File: config.mk
export PLATFORM = sky130hd
export DESIGN_NAME = scope_record_decoder_unit_flat
export DESIGN_NICKNAME = d
export VERILOG_FILES = /design/src/sv/srd_pkg.sv /design/src/sv/srd_req_if.sv /design/src/sv/srd_rsp_if.sv /design/src/sv/srd_front.sv /design/src/sv/srd_queue.sv /design/src/sv/srd_back.sv /design/src/sv/scope_record_decoder_unit.sv /design/src/flat_wrapper.sv
export SDC_FILE = /design/constraint.sdc
export NUM_CORES = 1
export LEC_CHECK = 0
export ABC_AREA = 1
export BUFFER_PORTS_ARGS = -buffer_cell sky130_fd_sc_hd__buf_2
export CELL_PAD_IN_SITES_DETAIL_PLACEMENT = 1
export CELL_PAD_IN_SITES_GLOBAL_PLACEMENT = 1
export CORE_ASPECT_RATIO = 1.2
export CORE_MARGIN = 1
export CORE_UTILIZATION = 48
export CTS_CLUSTER_SIZE = 28
export DETAILED_ROUTE_END_ITERATION = 7
export GPL_TIMING_DRIVEN = 0
export MAX_ROUTING_LAYER = met4
export PLACE_DENSITY_LB_ADDON = 0.05
export SLEW_MARGIN = 10
export SYNTH_ARGS = -nofsm -noshare
export SYNTH_HDL_FRONTEND = slang
export SYNTH_SLANG_ARGS = --single-unit
File: constraint.sdc
create_clock -name clock -period 7.1 [get_ports clock]
set_input_delay 1.42 -clock clock [delete_from_list [all_inputs] [get_ports clock]]
set_output_delay 1.42 -clock clock [all_outputs]
set_load 0.05 [all_outputs]
File: src/sv/srd_pkg.sv
package srd_pkg;

   localparam int unsigned MaxSamplesDefault     = 4096;
   localparam int unsigned MinNormSamplesDefault = 256;
   localparam int unsigned QueueDepth            = 2;

   localparam int unsigned SampleW   = 13;
   localparam int unsigned WordW     = 16;
   localparam int unsigned BinExpW   = 3;
   localparam int unsigned DecExpW   = 5;
   localparam int unsigned NormLimit = 4096;

   typedef enum logic [2:0] {
      ST_OK       = 3'd0,
      ST_VERT     = 3'd1,
      ST_HORIZ    = 3'd2,
      ST_SHORT    = 3'd3,
      ST_NOT_NORM = 3'd4,
      ST_LONG     = 3'd5
   } status_type;

   typedef struct packed {
      logic signed [SampleW-1:0] sample_value;
      logic                      record_end;
      status_type                record_status;
      logic                      decode_en;
      logic [WordW-1:0]          horiz_word;
   } entry_type;

endpackage

File: src/sv/srd_req_if.sv
interface srd_req_if;
   logic       valid;
   logic       ready;
   logic [7:0] low_byte;
   logic [7:0] high_byte;
   logic       last_sample;

   modport source (output valid, low_byte, high_byte, last_sample, input ready);
   modport sink   (input valid, low_byte, high_byte, last_sample, output ready);
endinterface

File: src/sv/srd_rsp_if.sv
interface srd_rsp_if;
   logic                                    valid;
   logic                                    ready;
   logic signed [srd_pkg::SampleW-1:0]      sample_value;
   logic                                    record_end;
   logic [2:0]                              record_status;
   logic signed [srd_pkg::BinExpW-1:0]      binary_exponent;
   logic signed [srd_pkg::DecExpW-1:0]      decimal_exponent;

   modport source (output valid, sample_value, record_end, record_status, binary_exponent,
                   decimal_exponent, input ready);
   modport sink   (input valid, sample_value, record_end, record_status, binary_exponent,
                   decimal_exponent, output ready);
endinterface

File: src/sv/srd_front.sv
module srd_front #(
   parameter int unsigned MAX_SAMPLES      = srd_pkg::MaxSamplesDefault,
   parameter int unsigned MIN_NORM_SAMPLES = srd_pkg::MinNormSamplesDefault
) (
   input  logic                clock,
   input  logic                reset,
   input  logic                csr_wr_en,
   input  logic                csr_wr_data,
   srd_req_if.sink             req,
   input  logic                q_full,
   output logic                q_push,
   output srd_pkg::entry_type  q_entry
);

   localparam int unsigned CntMax = (MAX_SAMPLES + 1 > MIN_NORM_SAMPLES) ?
                                    MAX_SAMPLES + 1 : MIN_NORM_SAMPLES;
   localparam int unsigned CntW   = $clog2(CntMax + 1);
   localparam int unsigned W      = srd_pkg::WordW;

   logic            norm_en_ff;
   logic [CntW-1:0] count_ff, count_in, next_count;
   logic [W-1:0]    hwa_ff, hwb_ff, vwa_ff, vwb_ff;
   logic [W-1:0]    hwa_in, hwb_in, vwa_in, vwb_in;
   logic [7:0]      lo, hi;
   logic [11:0]     raw;
   logic            collect;
   logic [3:0]      pos;
   srd_pkg::status_type status;

   assign req.ready = !q_full;
   assign q_push    = req.valid && !q_full;

   assign lo  = ~req.low_byte;
   assign hi  = ~req.high_byte;
   assign raw = {hi[3:0], lo};
   assign pos = count_ff[6:3];

   assign collect = norm_en_ff && (count_ff[CntW-1:8] == '0);

   always_comb begin
      hwa_in = hwa_ff;
      hwb_in = hwb_ff;
      vwa_in = vwa_ff;
      vwb_in = vwb_ff;
      if (collect) begin
         case ({count_ff[7], count_ff[2:0]})
            4'b0000: hwa_in[pos] = hi[4];
            4'b0001: hwb_in[pos] = hi[4];
            4'b1000: vwa_in[pos] = hi[4];
            4'b1001: vwb_in[pos] = hi[4];
            default: ;
         endcase
      end
   end

   assign next_count = (count_ff == CntW'(MAX_SAMPLES + 1)) ? count_ff : count_ff + 1'b1;

   always_comb begin
      status = srd_pkg::ST_OK;
      if (next_count > CntW'(MAX_SAMPLES)) begin
         status = srd_pkg::ST_LONG;
      end else if (norm_en_ff) begin
         if (next_count < CntW'(MIN_NORM_SAMPLES)) begin
            status = srd_pkg::ST_SHORT;
         end else if (vwa_in != vwb_in) begin
            status = srd_pkg::ST_VERT;
         end else if (hwa_in != hwb_in) begin
            status = srd_pkg::ST_HORIZ;
         end else if (hwa_in > W'(srd_pkg::NormLimit)) begin
            status = srd_pkg::ST_NOT_NORM;
         end
      end
   end

   always_comb begin
      q_entry.sample_value  = (raw > 12'd2048) ? {1'b1, raw} : {1'b0, raw};
      q_entry.record_end    = req.last_sample;
      q_entry.record_status = req.last_sample ? status : srd_pkg::ST_OK;
      q_entry.decode_en     = req.last_sample && norm_en_ff && (status == srd_pkg::ST_OK);
      q_entry.horiz_word    = hwa_in;
   end

   assign count_in = req.last_sample ? '0 : next_count;

   always_ff @(posedge clock) begin
      if (reset) begin
         norm_en_ff <= 1'b0;
         count_ff   <= '0;
         hwa_ff     <= '0;
         hwb_ff     <= '0;
         vwa_ff     <= '0;
         vwb_ff     <= '0;
      end else begin
         if (csr_wr_en) begin
            norm_en_ff <= csr_wr_data;
         end
         if (q_push) begin
            count_ff <= count_in;
            if (req.last_sample) begin
               hwa_ff <= '0;
               hwb_ff <= '0;
               vwa_ff <= '0;
               vwb_ff <= '0;
            end else begin
               hwa_ff <= hwa_in;
               hwb_ff <= hwb_in;
               vwa_ff <= vwa_in;
               vwb_ff <= vwb_in;
            end
         end
      end
   end

endmodule

File: src/sv/srd_queue.sv
module srd_queue (
   input  logic                clock,
   input  logic                reset,
   input  logic                push,
   input  srd_pkg::entry_type  push_entry,
   output logic                full,
   input  logic                pop,
   output logic                empty,
   output srd_pkg::entry_type  head
);

   localparam int unsigned Depth = srd_pkg::QueueDepth;
   localparam int unsigned PtrW  = (Depth > 1) ? $clog2(Depth) : 1;
   localparam int unsigned CntW  = $clog2(Depth + 1);

   srd_pkg::entry_type mem_ff [Depth];
   logic [PtrW-1:0]    wr_ptr_ff, wr_ptr_in, rd_ptr_ff, rd_ptr_in;
   logic [CntW-1:0]    count_ff, count_in;

   assign full  = (count_ff == CntW'(Depth));
   assign empty = (count_ff == '0);
   assign head  = mem_ff[rd_ptr_ff];

   always_comb begin
      wr_ptr_in = wr_ptr_ff;
      rd_ptr_in = rd_ptr_ff;
      count_in  = count_ff;
      if (push) begin
         wr_ptr_in = (wr_ptr_ff == PtrW'(Depth - 1)) ? '0 : wr_ptr_ff + 1'b1;
      end
      if (pop) begin
         rd_ptr_in = (rd_ptr_ff == PtrW'(Depth - 1)) ? '0 : rd_ptr_ff + 1'b1;
      end
      case ({push, pop})
         2'b10:   count_in = count_ff + 1'b1;
         2'b01:   count_in = count_ff - 1'b1;
         default: count_in = count_ff;
      endcase
   end

   always_ff @(posedge clock) begin
      if (reset) begin
         wr_ptr_ff <= '0;
         rd_ptr_ff <= '0;
         count_ff  <= '0;
      end else begin
         wr_ptr_ff <= wr_ptr_in;
         rd_ptr_ff <= rd_ptr_in;
         count_ff  <= count_in;
      end
   end

   always_ff @(posedge clock) begin
      if (push) begin
         mem_ff[wr_ptr_ff] <= push_entry;
      end
   end

endmodule

File: src/sv/srd_back.sv
module srd_back (
   input  logic                clock,
   input  logic                reset,
   input  logic                q_empty,
   input  srd_pkg::entry_type  q_head,
   output logic                q_pop,
   srd_rsp_if.source           rsp
);

   logic                                  valid_ff;
   logic signed [srd_pkg::SampleW-1:0]    sample_ff;
   logic                                  end_ff;
   srd_pkg::status_type                   status_ff;
   logic signed [srd_pkg::BinExpW-1:0]    bexp_ff, bexp_in;
   logic signed [srd_pkg::DecExpW-1:0]    dexp_ff, dexp_in;
   logic [srd_pkg::WordW-1:0]             h;
   logic [srd_pkg::DecExpW-1:0]           tens;

   assign q_pop = !q_empty && (!valid_ff || rsp.ready);
   assign h     = q_head.horiz_word;
   assign tens  = {3'b000, h[5:4]} + {2'b00, h[5:4], 1'b0};

   always_comb begin
      bexp_in = '0;
      dexp_in = '0;
      if (q_head.decode_en) begin
         bexp_in = $signed({1'b0, h[9:8]} - {1'b0, h[7:6]});
         dexp_in = $signed({3'b000, h[3:2]} + {3'b000, h[1:0]} - tens);
      end
   end

   always_ff @(posedge clock) begin
      if (reset) begin
         valid_ff <= 1'b0;
      end else if (q_pop) begin
         valid_ff <= 1'b1;
      end else if (rsp.ready) begin
         valid_ff <= 1'b0;
      end
   end

   always_ff @(posedge clock) begin
      if (q_pop) begin
         sample_ff <= q_head.sample_value;
         end_ff    <= q_head.record_end;
         status_ff <= q_head.record_status;
         bexp_ff   <= bexp_in;
         dexp_ff   <= dexp_in;
      end
   end

   assign rsp.valid            = valid_ff;
   assign rsp.sample_value     = sample_ff;
   assign rsp.record_end       = end_ff;
   assign rsp.record_status    = status_ff;
   assign rsp.binary_exponent  = bexp_ff;
   assign rsp.decimal_exponent = dexp_ff;

endmodule

File: src/sv/scope_record_decoder_unit.sv
// Channel   Direction  Beat contents
// req_bus   in         low_byte, high_byte, last_sample
// rsp_bus   out        sample_value, record_end, record_status, binary/decimal exponent
// csr       in         norm_enable write (csr_wr_en, csr_wr_data)
//
// One beat is taken per cycle while the queue is not full; its result passes through the
// queue and the output register. The front decodes the sample and runs the record checks
// in the accept cycle, a two-entry queue feeds the back, which decodes the timebase into
// the output register. A stalled output fills the queue, and req_bus.ready drops only
// when the queue is full. Synchronous reset clears the record state, the queue and the output valid flag.
module scope_record_decoder_unit #(
   parameter int unsigned MAX_SAMPLES      = srd_pkg::MaxSamplesDefault,
   parameter int unsigned MIN_NORM_SAMPLES = srd_pkg::MinNormSamplesDefault
) (
   input  logic      clock,
   input  logic      reset,
   input  logic      csr_wr_en,
   input  logic      csr_wr_data,
   srd_req_if.sink   req_bus,
   srd_rsp_if.source rsp_bus
);

   logic               q_full, q_push, q_pop, q_empty;
   srd_pkg::entry_type q_entry, q_head;

   srd_front #(
      .MAX_SAMPLES      (MAX_SAMPLES),
      .MIN_NORM_SAMPLES (MIN_NORM_SAMPLES)
   ) u_front (
      .clock       (clock),
      .reset       (reset),
      .csr_wr_en   (csr_wr_en),
      .csr_wr_data (csr_wr_data),
      .req         (req_bus),
      .q_full      (q_full),
      .q_push      (q_push),
      .q_entry     (q_entry)
   );

   srd_queue u_queue (
      .clock      (clock),
      .reset      (reset),
      .push       (q_push),
      .push_entry (q_entry),
      .full       (q_full),
      .pop        (q_pop),
      .empty      (q_empty),
      .head       (q_head)
   );

   srd_back u_back (
      .clock   (clock),
      .reset   (reset),
      .q_empty (q_empty),
      .q_head  (q_head),
      .q_pop   (q_pop),
      .rsp     (rsp_bus)
   );

endmodule
File: src/flat_wrapper.sv
// flat-port wrapper written by rule: the top's interface ports become plain ports
module scope_record_decoder_unit_flat 
#(
   parameter int unsigned MAX_SAMPLES      = srd_pkg::MaxSamplesDefault,
   parameter int unsigned MIN_NORM_SAMPLES = srd_pkg::MinNormSamplesDefault
)
  (clock, reset, csr_wr_en, csr_wr_data, req_bus_valid, req_bus_low_byte, req_bus_high_byte, req_bus_last_sample, req_bus_ready, rsp_bus_valid, rsp_bus_sample_value, rsp_bus_record_end, rsp_bus_record_status, rsp_bus_binary_exponent, rsp_bus_decimal_exponent, rsp_bus_ready);
  srd_req_if req_bus_i ();
  srd_rsp_if rsp_bus_i ();
  input  logic clock;
  input  logic reset;
  input  logic csr_wr_en;
  input  logic csr_wr_data;
  input wire logic [$bits(req_bus_i.valid)-1:0] req_bus_valid;
  input wire logic [$bits(req_bus_i.low_byte)-1:0] req_bus_low_byte;
  input wire logic [$bits(req_bus_i.high_byte)-1:0] req_bus_high_byte;
  input wire logic [$bits(req_bus_i.last_sample)-1:0] req_bus_last_sample;
  output wire logic [$bits(req_bus_i.ready)-1:0] req_bus_ready;
  output wire logic [$bits(rsp_bus_i.valid)-1:0] rsp_bus_valid;
  output wire logic [$bits(rsp_bus_i.sample_value)-1:0] rsp_bus_sample_value;
  output wire logic [$bits(rsp_bus_i.record_end)-1:0] rsp_bus_record_end;
  output wire logic [$bits(rsp_bus_i.record_status)-1:0] rsp_bus_record_status;
  output wire logic [$bits(rsp_bus_i.binary_exponent)-1:0] rsp_bus_binary_exponent;
  output wire logic [$bits(rsp_bus_i.decimal_exponent)-1:0] rsp_bus_decimal_exponent;
  input wire logic [$bits(rsp_bus_i.ready)-1:0] rsp_bus_ready;
  assign req_bus_i.valid = req_bus_valid;
  assign req_bus_i.low_byte = req_bus_low_byte;
  assign req_bus_i.high_byte = req_bus_high_byte;
  assign req_bus_i.last_sample = req_bus_last_sample;
  assign req_bus_ready = req_bus_i.ready;
  assign rsp_bus_valid = rsp_bus_i.valid;
  assign rsp_bus_sample_value = rsp_bus_i.sample_value;
  assign rsp_bus_record_end = rsp_bus_i.record_end;
  assign rsp_bus_record_status = rsp_bus_i.record_status;
  assign rsp_bus_binary_exponent = rsp_bus_i.binary_exponent;
  assign rsp_bus_decimal_exponent = rsp_bus_i.decimal_exponent;
  assign rsp_bus_i.ready = rsp_bus_ready;
  scope_record_decoder_unit #(.MAX_SAMPLES(MAX_SAMPLES), .MIN_NORM_SAMPLES(MIN_NORM_SAMPLES)) u_core (.clock(clock), .reset(reset), .csr_wr_en(csr_wr_en), .csr_wr_data(csr_wr_data), .req_bus(req_bus_i), .rsp_bus(rsp_bus_i));
endmodule
; ---- After elaboration in Yosys (flattened, before gate mapping)
; Memories as Yosys holds them, arrays and structs flattened. A register that Yosys moved wholly into a read port is not among the register bits.
; Index checks and enable logic that the tools add are counted.
; W data, S select, Z words.
[totals]
regBits = 108
ram_bits = 68
inputBits = 23
elab_cells = 95
memories = 1
[classes]
add_sub_neg = 9
n_lt_le_gt_ge = 6
eq_ne = 9
n_mux = 37
n_bitwise = 2
n_reduce_logical = 16
[mem_list]
columns = memory, depth, word_bits, read_ports, rd_clocked_by_memory_dff, wr, line
row1 = u_core.u_queue.mem_ff, 2, 34, 1, 1, 1, srd_queue.sv:16  ; srd_pkg::entry_type mem_ff [Depth];
[ops]
columns = operator, n
row1 = $mux W16, 12
row2 = $bwmux W16, 4
row3 = $mux W13, 3
row4 = $ne A16 B16 Y1, 2
row5 = $mux W3, 7
row6 = $gt A16 B13 Y1 const B, 1
row7 = $add A13 B1 Y13 const B, 1
row8 = $eq A13 B13 Y1 const B, 1
row9 = $gt A13 B13 Y1 const B, 1
row10 = $lt A13 B9 Y1 const B, 1
row11 = $gt A12 B12 Y1 const B, 1
row12 = $mux W1, 9
row13 = $eq A4 B4 Y1 const B, 2
row14 = $not A8 Y8, 1
row15 = $logic_and A1 B1 Y1, 6
row16 = $logic_not A5 Y1, 1
row17 = $lt A4 B5 Y1 const B, 1
row18 = $not A5 Y5, 1
row19 = $sub A3 B4 Y5, 1
row20 = $add A2 B3 Y4, 1
row21 = $demux W1 S4, 1
row22 = $eq A2 B2 Y1 const B, 2
row23 = $eq A4 B1 Y1 const B, 1
row24 = $ge A4 B1 Y1 const B, 1
row25 = 13 further kinds, 17

; ---- Longest topological paths before layout
[logic_depth]
word_depth = 16
mapped_depth = 20
mapped_depth_nobuf = 20

; ---- By module
; Synthesis repeated with hierarchy kept, for this count alone.
[hier_totals]
cells_unflattened = 1387
hier_area_um2 = 10241.1
[by_module_without_submodules]
columns = module, n_inst, cells_each, area_per_inst_um2
row1 = srd_front, 1, 1176, 6344.8
row2 = srd_queue, 1, 139, 2834.0
row3 = srd_back, 1, 72, 1062.3

; ---- Worst setup path after synthesis
; No wires, ideal clock.
[synth_timing]
kind = input to register
startpoint = input rsp_bus_ready
endpoint = register u_core.u_queue.count_ff[1]
arrival_time_ns = 3.619
slack_ns = 3.350
path_stages = 7
path_buffers = 0
path_cell_list = nor2_1 -> a21oi_1 -> ha_1 -> inv_1 -> nand2_1 -> nor3_1 -> nor3_1
[synth_between]
elab_chain_len = 4
[synth_lines]
columns = element, line
row1 = from (decl), flat_wrapper.sv:25  ; input wire logic [$bits(rsp_bus_i.ready)-1:0] rsp_bus_ready;
row2 = $logic_or A1 B1 Y1 *, srd_back.sv:19  ; assign q_pop = !q_empty && (!valid_ff || rsp.ready);
row3 = $logic_and A1 B1 Y1 *, srd_back.sv:19
row4 = via u_core.q_pop, scope_record_decoder_unit.sv:23  ; logic q_full, q_push, q_pop, q_empty;
row5 = $eq A2 B1 Y1 or $eq A2 B2 Y1 (tied branches), srd_queue.sv:34  ; case ({push, pop})
row6 = $pmux W2 S2 or $reduce_bool A2 Y1 (tied branches), n/a
row7 = to (signal assigned), srd_queue.sv:49  ; count_ff <= count_in;
row8 = to (decl), srd_queue.sv:18  ; logic [CntW-1:0] count_ff, count_in;
; The timed path passes the listed nets; every way through them passes the cells marked *.
; A chain may end at the register's enable or synchronous reset.

==> metrics.csv <==
stage;metric;value;unit
yosys;main flop type after synthesis;dfxtp_1;
power;Worst IR Drop VDD;0.281;mV
yosys;Synth Area in Simple Gates;39.0;%
critical_path;CP Cell Sequence;clkbuf_1 > inv_1 > or2_2 > o21ai_0 > inv_1 > ha_1 > fa_1 > inv_1 > ha_1 > inv_1 > fa_1 > inv_1 > nand2_1 > a21oi_1 > a311oi_1;
hold_path;Min-Delay Path Depth;2;
route;Starting DRT DRC Count;686;
critical_path;cell mode on critical path;inv_1;
sta;worst hold slack;466;ps
yosys;Post-Synth XOR/XNOR Area;0.895;%
critical_path;CP startpoint kind;flop;
route;DRC Markers;0;
sta;Fin. Hold Viols;0;
critical_path;Worst Reg-to-Reg Cells;15;
power;PD cells;300;mW/mm^2
sta;unrepaired setup endpoints after global routing;no;
power;Pleak;4.75;nW
global_route;first-pass GRT wire length;54.4;mm
sta;Slew @ Worst Pin;849;ps
clock_network;cts hold-fix bufs;0;
sta;final slew viol count;0;
sta;final worst path period share;55.1;%
clock_network;clk sink count;165;
critical_path;CP top delay family;adder cells;
die;IO Pins;50;
clock_network;CTS Buf Count;17;
clock_network;Post-CTS Setup Repair Bufs;0;
die;core area;0.0198;sq mm
yosys;Synth Area in Compound Gates;6.14;%
route;routed len/inst;19.8;um
sta;Fin Setup TNS;0;ps
sta;Max Fclk;0.256;GHz
clock_network;Root Buffer;clkbuf_16;
global_route;largest net degree at the start of global routing;30;
yosys;asr flop ratio synth;0;%
critical_path;Buf+Inv Stages, Crit Path;6;
yosys;Cell Area, Synth;0.00978;sq mm
power;post-route total power;3.29;mW
critical_path;Slowest cell on crit path;fa_1;
die;chip height;158;um
final_layout;share of cells above drive strength 1;10.7;%
placed_design;Cells after DPL;1730;
yosys;post-synthesis mux area share;0.512;%
critical_path;worst endpoint required time;7250;ps
critical_path;CP Data Arrival Time;4060;ps
route;Via Count;9760;
clock_network;post-cts gate resize count;0;
placed_design;pre-CTS setup slack;2970;ps
placed_design;Detail Placement HPWL;25.1;mm
placed_design;Placer Congestion;0.948;
yosys;sequential fraction of the synthesis area;42.1;%
final_layout;Non-Filler Instances;1762;
final_layout;diode count;0;
critical_path;largest fanout on the critical path;10;
die;Die X-Extent;132;um
global_route;vias in the first global route;9912;
route;drt first pass iters;5;
yosys;EDFF count, synth;81;
placed_design;PortBufs;44;
clock_network;CTS Buffer Depth;2;
yosys;Synth cell types;41;
die;Die ar.;0.0210;sq mm
final_layout;commonest non-fill, non-tap cell in the layout;nand2_1;
clock_network;CTS tree;yes;
route;Antenna Nets Post-Route;0;
outcome;status;completed;
yosys;syn avg cell area;6.87;sq um
yosys;main combinational cell family by area after synthesis;simple AND/OR/NAND/NOR gates;
yosys;flops & latches, synth;165;
die;Initial Utilization;49.5;%
final_layout;Layout area overhead;12.3;%
die;site row count;56;
hold_path;Worst Hold Endpoint;u_core.u_front.vwa_ff[6];
clock_network;Clock Latency Late Sink;450;ps
clock_network;Clock transition at path regs;80;ps
final_layout;Fillers;2659;
job;Max-Cap Viols;0;
hold_path;Hold Crit Start;u_core.u_front.vwa_ff[6];
yosys;syn_nets;1463;
final_layout;Final nets;1527;
sta;Slew HR;41.8;%
route;vias per cell;5.54;
critical_path;slowest stage delay, CP;480;ps
yosys;Yosys warning count;0;
sta;post-route minimum period;3910;ps
global_route;Overall Global Routing Usage;35.5;%
yosys;cell count after synthesis;1424;
critical_path;R2R setup slack;3190;ps
route;Detailed Route WL;34.9;mm
critical_path;Critical Path Sink Type;flop;
clock_network;htree depth;4;
global_route;antenna violations before repair;0;
global_route;global route overflow;0;
sta;Final WS setup;3190;ps
final_layout;commonest cells after routing, fill and taps aside;612 x nand2_1, 132 x inv_1, 115 x nand3_1, 90 x nor2_1, 84 x dfxtp_1;
sta;Clock Skews;9.27;ps
yosys;synthesized-area fraction occupied by adder cells;2.35;%
critical_path;Worst R2R End;u_core.u_back.rsp.decimal_exponent[4];
critical_path;crit path kind;flop to flop;
sta;Setup Viol. Count Final;0;
hold_path;worst hold path type;flop to flop;
synthesized netlist by cell type, types with 4 or more instances:
master    number  share of area, %
a21oi_1       83               4.2
buf_1          5              0.19
buf_2         13              0.67
buf_4         12              0.92
clkbuf_1      33               1.3
dfxtp_1       84                17
edfxtp_1      81                25
fa_1           4              0.82
ha_1          12               1.5
inv_1        132               5.1
inv_2         18              0.69
mux2i_1        5              0.51
nand2_1      612                23
nand2_2        5              0.32
nand3_1      115               5.9
nand4_1       27               1.7
nor2_1        92               3.5
nor2_2         8              0.51
nor2_4        13               1.5
nor3_1         6              0.31
nor3b_1        5              0.38
o21ai_0       17              0.87
o21ai_1        8              0.41
xor2_1         9              0.81
kinds of logic (layout without fill, tap and decap cells):
family / Yosys count / in the layout
adders and majority gates: 16 / 16
muxes: 5 / 5
AOI/OAI and AO/OA: 116 / 116
and+or+nand+nor: 896 / 896
buffers and inverters: 216 / 293
xor gates and xnor gates: 10 / 10
DFF: 165 / 165
final cells by class:
cell class / instances / area, sq um / area share [%]
plain buffers: 64 / 309 / 2.81
flip-flops and latches: 165 / 4110 / 37.5
clock inverters: 15 / 181 / 1.65
well taps: 261 / 327 / 2.97
repair buffers: 45 / 240 / 2.19
multi-input cells: 1043 / 4810 / 43.8
inverters: 152 / 571 / 5.20
clock buffers: 17 / 425 / 3.87
worst max-delay path by stage:
stage | start | end | slack (ps) | cells after the start
2_1_floorplan | rsp_bus_ready | u_core.u_queue.count_ff[1] | 3350 | 7
3_3_place_gp | req_bus_valid | u_core.u_queue.mem_ff[1][1] | 2500 | 4
3_5_place_dp | req_bus_high_byte[4] | u_core.u_queue.mem_ff[0][16] | 2970 | 15
4_1_cts | flop | u_core.u_back.rsp.decimal_exponent[4] | 3160 | 15
5_1_grt | flop | u_core.u_back.rsp.decimal_exponent[4] | 2970 | 15
6_report | flop | u_core.u_back.rsp.decimal_exponent[4] | 3190 | 15
worst reg2reg max path: cells and delay by family (launching register included):
family / cells / cell delay, ps
adders and majority gates: 4 / 1360
and+or+nand+nor: 2 / 420
buffers and inverters: 6 / 1050
DFF: 1 / 350
AOI/OAI and AO/OA: 3 / 440
flip-flops by register name, indices dropped and copies added (netlist names), named ones only:
signal                              cells
u_core.u_front.norm_en_ff               1
u_core.u_queue.count_ff                 2
u_core.u_front.vwa_ff                  16
u_core.u_front.hwa_ff                  16
u_core.u_queue.rd_ptr_ff                1
u_core.u_back.rsp.binary_exponent       3
u_core.u_front.hwb_ff                  16
u_core.u_back.rsp.decimal_exponent      5
u_core.u_queue.wr_ptr_ff                1
u_core.u_front.vwb_ff                  16
u_core.u_back.rsp.record_status         3
u_core.u_back.rsp.valid                 1
u_core.u_front.count_ff                13
u_core.u_queue.mem_ff                  56
u_core.u_back.rsp.sample_value         13
u_core.u_back.rsp.record_end            1
where the power goes:
group	internal (mW)	switching, mW
registers	1.19	0.0428
clock network	0.506	0.464
logic	0.271	0.822
per-stage QoR:
step | util (%) | cell area (sq um)
3_3_place_gp | 52.3 | 10300
3_5_place_dp | 52.5 | 10400
2_1_floorplan | - | 9780
4_1_cts | 55.6 | 11000
5_1_grt | 55.6 | 11000
6_report | 55.6 | 11000
routing by layer:
layer	wire, um	GRT usage, %
met1	13600	37.6
met2	17400	63.6
met3	1740	4.33
met4	2120	22.6
met5	0	-
(Power assumes the default switching activity.)
